==> src/hdl/lpfr_pkg.sv <==
`default_nettype none

package lpfr_pkg;

  // Receive phase, one-hot
  typedef enum logic [3:0] {
    PH_IDLE = 4'b0001,
    PH_RECV = 4'b0010,
    PH_DONE = 4'b0100,
    PH_ERR  = 4'b1000
  } phase_e;

  // Request codes on the input channel
  typedef enum logic [1:0] {
    REQ_FRAG    = 2'd0,
    REQ_READ    = 2'd1,
    REQ_RESTART = 2'd2
  } req_e;

  // Result status codes
  typedef enum logic [2:0] {
    ST_STORED  = 3'd0,
    ST_IGNORED = 3'd1,
    ST_DROPPED = 3'd2,
    ST_ERROR   = 3'd3,
    ST_READ    = 3'd4,
    ST_RESTART = 3'd5
  } status_e;

  // Header decoding
  localparam logic [7:0]  HDR_LONG_MARK  = 8'hFF;
  localparam logic [7:0]  HDR_LONG_MUL   = 8'hFE;
  localparam logic [1:0]  HDR_LONG_SIZE  = 2'd3;
  localparam logic [1:0]  HDR_SHORT_SIZE = 2'd1;
  localparam logic [11:0] FIRST_MIN_LEN  = 12'd3;

  // Output buffer
  localparam int OUT_DEPTH = 4;
  localparam int PTR_W     = $clog2(OUT_DEPTH);
  localparam int CNT_W     = $clog2(OUT_DEPTH + 1);

  // Result before the store read data is merged in
  typedef struct packed {
    status_e     status;
    logic        packet_done;
    logic [15:0] payload_len;
    logic [1:0]  header_size;
    logic        rd_hit;
  } res_t;

  // Complete result item
  typedef struct packed {
    status_e     status;
    logic        packet_done;
    logic [15:0] payload_len;
    logic [1:0]  header_size;
    logic [7:0]  read_byte;
  } out_t;

endpackage

`default_nettype wire

==> src/hdl/lpfr_if.sv <==
`default_nettype none


// Result channel
interface lpfr_out_if;
  logic        valid;
  logic        ready;
  logic [2:0]  status;
  logic        packet_done;
  logic [15:0] payload_len;
  logic [1:0]  header_size;
  logic [7:0]  read_byte;

  modport source (
    output valid, status, packet_done, payload_len, header_size, read_byte,
    input  ready
  );
  modport sink (
    input  valid, status, packet_done, payload_len, header_size, read_byte,
    output ready
  );
endinterface

`default_nettype wire

==> src/hdl/lpfr_out_fifo.sv <==
`default_nettype none

module lpfr_out_fifo import lpfr_pkg::*; (
  input  logic             clk_i,
  input  logic             rst_ni,
  input  logic             push_i,
  input  out_t             push_data_i,
  output logic [CNT_W-1:0] count_o,
  lpfr_out_if.source       out_o
);

  out_t             entries_q [OUT_DEPTH];
  logic [PTR_W-1:0] wr_ptr_q, rd_ptr_q;
  logic [CNT_W-1:0] cnt_q;
  logic             pop;

  assign pop = out_o.valid && out_o.ready;

  // Present the oldest item
  assign out_o.valid       = (cnt_q != '0);
  assign out_o.status      = entries_q[rd_ptr_q].status;
  assign out_o.packet_done = entries_q[rd_ptr_q].packet_done;
  assign out_o.payload_len = entries_q[rd_ptr_q].payload_len;
  assign out_o.header_size = entries_q[rd_ptr_q].header_size;
  assign out_o.read_byte   = entries_q[rd_ptr_q].read_byte;
  assign count_o           = cnt_q;

  // Store pushed items
  always_ff @(posedge clk_i) begin
    if (push_i) begin
      entries_q[wr_ptr_q] <= push_data_i;
    end
  end

  // Advance pointers and count
  always_ff @(posedge clk_i or negedge rst_ni) begin
    if (!rst_ni) begin
      wr_ptr_q <= '0;
      rd_ptr_q <= '0;
      cnt_q    <= '0;
    end else begin
      if (push_i) begin
        wr_ptr_q <= wr_ptr_q + PTR_W'(1);
      end
      if (pop) begin
        rd_ptr_q <= rd_ptr_q + PTR_W'(1);
      end
      if (push_i && !pop) begin
        cnt_q <= cnt_q + CNT_W'(1);
      end else if (!push_i && pop) begin
        cnt_q <= cnt_q - CNT_W'(1);
      end
    end
  end

endmodule

`default_nettype wire

==> src/flat_wrapper.sv <==
// flat-port wrapper written by rule: the top's interface ports become plain ports
module lpfr_out_fifo_flat import lpfr_pkg::*;
  (clk_i, rst_ni, push_i, push_data_i, count_o, out_o_valid, out_o_status, out_o_packet_done, out_o_payload_len, out_o_header_size, out_o_read_byte, out_o_ready);
  lpfr_out_if out_o_i ();
  input  logic clk_i;
  input  logic rst_ni;
  input  logic push_i;
  input  out_t push_data_i;
  output logic [CNT_W-1:0] count_o;
  output wire logic [$bits(out_o_i.valid)-1:0] out_o_valid;
  output wire logic [$bits(out_o_i.status)-1:0] out_o_status;
  output wire logic [$bits(out_o_i.packet_done)-1:0] out_o_packet_done;
  output wire logic [$bits(out_o_i.payload_len)-1:0] out_o_payload_len;
  output wire logic [$bits(out_o_i.header_size)-1:0] out_o_header_size;
  output wire logic [$bits(out_o_i.read_byte)-1:0] out_o_read_byte;
  input wire logic [$bits(out_o_i.ready)-1:0] out_o_ready;
  assign out_o_valid = out_o_i.valid;
  assign out_o_status = out_o_i.status;
  assign out_o_packet_done = out_o_i.packet_done;
  assign out_o_payload_len = out_o_i.payload_len;
  assign out_o_header_size = out_o_i.header_size;
  assign out_o_read_byte = out_o_i.read_byte;
  assign out_o_i.ready = out_o_ready;
  lpfr_out_fifo u_core (.clk_i(clk_i), .rst_ni(rst_ni), .push_i(push_i), .push_data_i(push_data_i), .count_o(count_o), .out_o(out_o_i));
endmodule
==> config.mk <==
export PLATFORM = sky130hd
export DESIGN_NAME = lpfr_out_fifo_flat
export DESIGN_NICKNAME = d
export VERILOG_FILES = /design/src/hdl/lpfr_pkg.sv /design/src/hdl/lpfr_if.sv /design/src/hdl/lpfr_out_fifo.sv /design/src/flat_wrapper.sv
export SDC_FILE = /design/constraint.sdc
export NUM_CORES = 1
export LEC_CHECK = 0
export ABC_AREA = 1
export BUFFER_PORTS_ARGS = -buffer_cell sky130_fd_sc_hd__buf_4
export CORE_MARGIN = 3
export CORE_UTILIZATION = 61
export DETAILED_ROUTE_END_ITERATION = 10
export PLACE_DENSITY = 0.81
export SYNTH_ARGS = -nofsm -noshare
export SYNTH_HDL_FRONTEND = slang
export SYNTH_SLANG_ARGS = --single-unit
==> constraint.sdc <==
create_clock -name clk_i -period 3.2 [get_ports clk_i]
set_input_delay 0.64 -clock clk_i [delete_from_list [all_inputs] [get_ports clk_i]]
set_output_delay 0.64 -clock clk_i [all_outputs]
set_load 0.05 [all_outputs]
==> summary.md <==
| Metric | Value |
|---|---|
| Static Leakage | `2.692 nW` |
| Power Dens Cells | `1122 nW/µm²` |
| Final core utilization | `77.71%` |
| Wl on met1 | `4049 µm` |
| TNS Setup | `0 ns` |
| RSZ-0062 raised after global routing | `no` |
| RePlAce Congestion | `0.7066` |
| Slew @ Worst Pin | `0.6937 ns` |
| Nets@finish | `519` |
| Max Slew Vio Count | `0` |
| Via count | `3202` |
| # rows | `33` |
| Gate power share | `42.2%` |
| Relative slew slack | `53.70%` |
| Core area | `8258 µm²` |
| Final wirelength | `10200 µm` |
| Routed wl met2 | `5259 µm` |
| Placed cell count | `564` |
| Crit share post-route | `89.63%` |
| CTS buffer count | `17` |
| P_int | `4.230 mW` |
| N_diodes | `0` |
| Grt ovf | `0` |
| Wire length per cell | `17.08 µm` |
| Starting Density | `63.06%` |
| Syn Area/Cell | `12.86 µm²` |
| Tmin final | `2.868 ns` |
| Fillcell total | `450` |
| CP Capture Type | `output pin` |
| Mapped cell area | `5207 µm²` |
| Final setup vio count | `0` |
| Net Sw Frac | `41.23%` |
| Vias per cell | `5.363` |
| CTS tree | `done` |
| Synth unique cells | `18` |
| Storage element area | `3779 µm²` |
| Type of origin of the critical path | `register` |
| F_max | `348.7 MHz` |
| Skew final | `0.009584 ns` |
| Top sig layer | `met4` |
| Hold Fails Final Rpt | `0` |
| Status | `finished, final reports clean` |
| Crit-path max FO | `61` |
| P_sw | `2.968 mW` |
| Post-DP HPWL | `5906 µm` |
| Sequential element share of the synthesized area | `72.56%` |
| Worst EP arrival | `2.23 ns` |
| Antenna Nets Post-Route | `0` |
| Vias in the first global route | `3352` |
| Skew-Pair Late Insertion Delay | `0.50 ns` |
| CTS Root Cell | `clkbuf_8` |
| Die Wd | `98.40 µm` |
| Clock Path Buffers | `2` |
| Synth Net Count | `445` |
| # IOs | `68` |
| Yosys Warn Count | `0` |
| Clock Sinks | `127` |
| Post-Syn Instances | `405` |
| Largest net degree at the start of global routing | `62` |
| DRT Pass-1 Iters | `4` |
| Initial antenna violation count | `0` |
| Synthesized flop and latch total | `127` |
| Most common cell after layout, fill and taps aside | `edfxtp_1` |
| Crit path kind | `reg -> out` |
| Clk pwr share | `25.8%` |
| Cell Count, Final, Fillers Out | `597` |
| Iter 0 DRT Violations | `197` |
| WP data required | `2.56 ns` |
| DRC violations left | `0` |
| Die area | `9682 µm²` |
| H-tree depth | `4` |
| Area grow syn2layout | `23.23%` |
| CTS clk-pin slew, worst paths | `0.06 ns` |
| Hold Crit Class | `in -> reg` |
| Multi-input logic area | `1002 µm²` |
| Total GRT Usage | `22.37%` |
| Pwr Total | `7.198 mW` |
| Reg power frac | `32.0%` |
| First-pass GRT wire length | `16260 µm` |
| VDD IR max | `0.8832 mV` |
| Die Ht | `98.40 µm` |
| Routed length on met3 | `666 µm` |
| Share of layout cells above drive strength 1 | `21.54%` |
| Most frequent cells in the layout | `edfxtp_1, nand2_1, inv_1, buf_4, o211ai_1` |
| Port bufs | `67` |
| Max-Cap Viols | `0` |
[final timing paths]
kind                       cells after the start  slack [ns]                 endpoint                from
max in group asynchronous                      2        2.57       u_core.wr_ptr_q[1]              rst_ni
hold reg to reg                                2        0.51        u_core.count_o[2]   u_core.count_o[2]
hold / removal                                 1        0.34  u_core.entries_q[2][24]     push_data_i[24]
setup / recovery                               6        0.33    out_o_payload_len[12]  u_core.rd_ptr_q[0]
setup reg to reg                              10        1.33        u_core.count_o[2]   u_core.count_o[0]
min in group asynchronous                      2        0.50        u_core.count_o[1]              rst_ni
[layer usage]
metal,vias up,track usage [%]
li1,1540,-
met1,1530,26.52
met2,112,37.75
met3,20,6.786
met4,0,10.08
met5,-,0
[per-stage QoR]
step | instance area (µm²) | hold slack, ns | setup slack, ns
CTS | 6416 | 0.3222 | 0.02514
floorplan | 5207 | 0.3444 | 0.9381
finish | 6417 | 0.3424 | 0.3318
global route | 6417 | 0.3112 | 0.1688
global placement | 5822 | 0.4585 | 0.7317
detailed placement | 5822 | 0.4606 | 0.6361
[cell usage after synthesis (all sizes together)]
cell type / instances / share of area, %
nand4: 1 / 0.12
nand3: 3 / 0.29
nand2: 111 / 8.0
ha: 5 / 1.2
fa: 1 / 0.38
xnor2: 1 / 0.17
o21ai: 1 / 0.096
edfxtp: 120 / 69
dfrtp: 7 / 3.4
xor2: 1 / 0.17
clkbuf: 4 / 0.29
o211ai: 60 / 8.7
buf: 17 / 2.7
inv: 72 / 5.2
nor2: 1 / 0.072
[flip-flops by register name (all words and copies together), names as in the netlist]
signal / cells
u_core.count_o: 3
u_core.entries_q: 120
u_core.rd_ptr_q: 2
u_core.wr_ptr_q: 2
[what timing repair did]
item | 4_1_cts | 5_1_grt
hold endpoints to repair | 7 | 0
resized for setup | 0 | 1
setup endpoints to repair | 0 | 16
hold buffers | 1 | 0
setup buffers | 0 | 0
[layout make-up]
type	instances	share of cell area, %
Clock inverter	14	2.593
Inverter	72	4.250
Tap cell	105	2.047
Timing Repair Buffer	76	10.10
Multi-Input combinational cell	185	15.62
Clock buffer	18	6.512
Sequential cell	127	58.88
[power by group through the flow]
stage / logic (mW) / registers (mW) / clock network (mW)
3_5_place_dp: 3.02 / 2.33 / 0
3_3_place_gp: 2.95 / 2.31 / 0
4_1_cts: 3.06 / 2.30 / 1.87
5_1_grt: 3.25 / 2.33 / 1.96
6_report: 3.04 / 2.30 / 1.85
2_1_floorplan: 2.14 / 2.37 / 0
[critical path, stage by stage (launching register included)]
cell,delay (ns)
dfrtp_1,0.42
inv_4,0.43
buf_12,0.31
nand2_1,0.10
o211ai_1,0.13
nand2_1,0.12
buf_4,0.20
[cells by family after synthesis]
family / share of synthesized area [%]
DFF: 72.56
buffers and inverters: 8.193
AOI/OAI and AO/OA: 8.842
and+or+nand+nor: 8.481
xor gates and xnor gates: 0.3364
adders and majority gates: 1.586
Power figures use the tool's default switching activity.
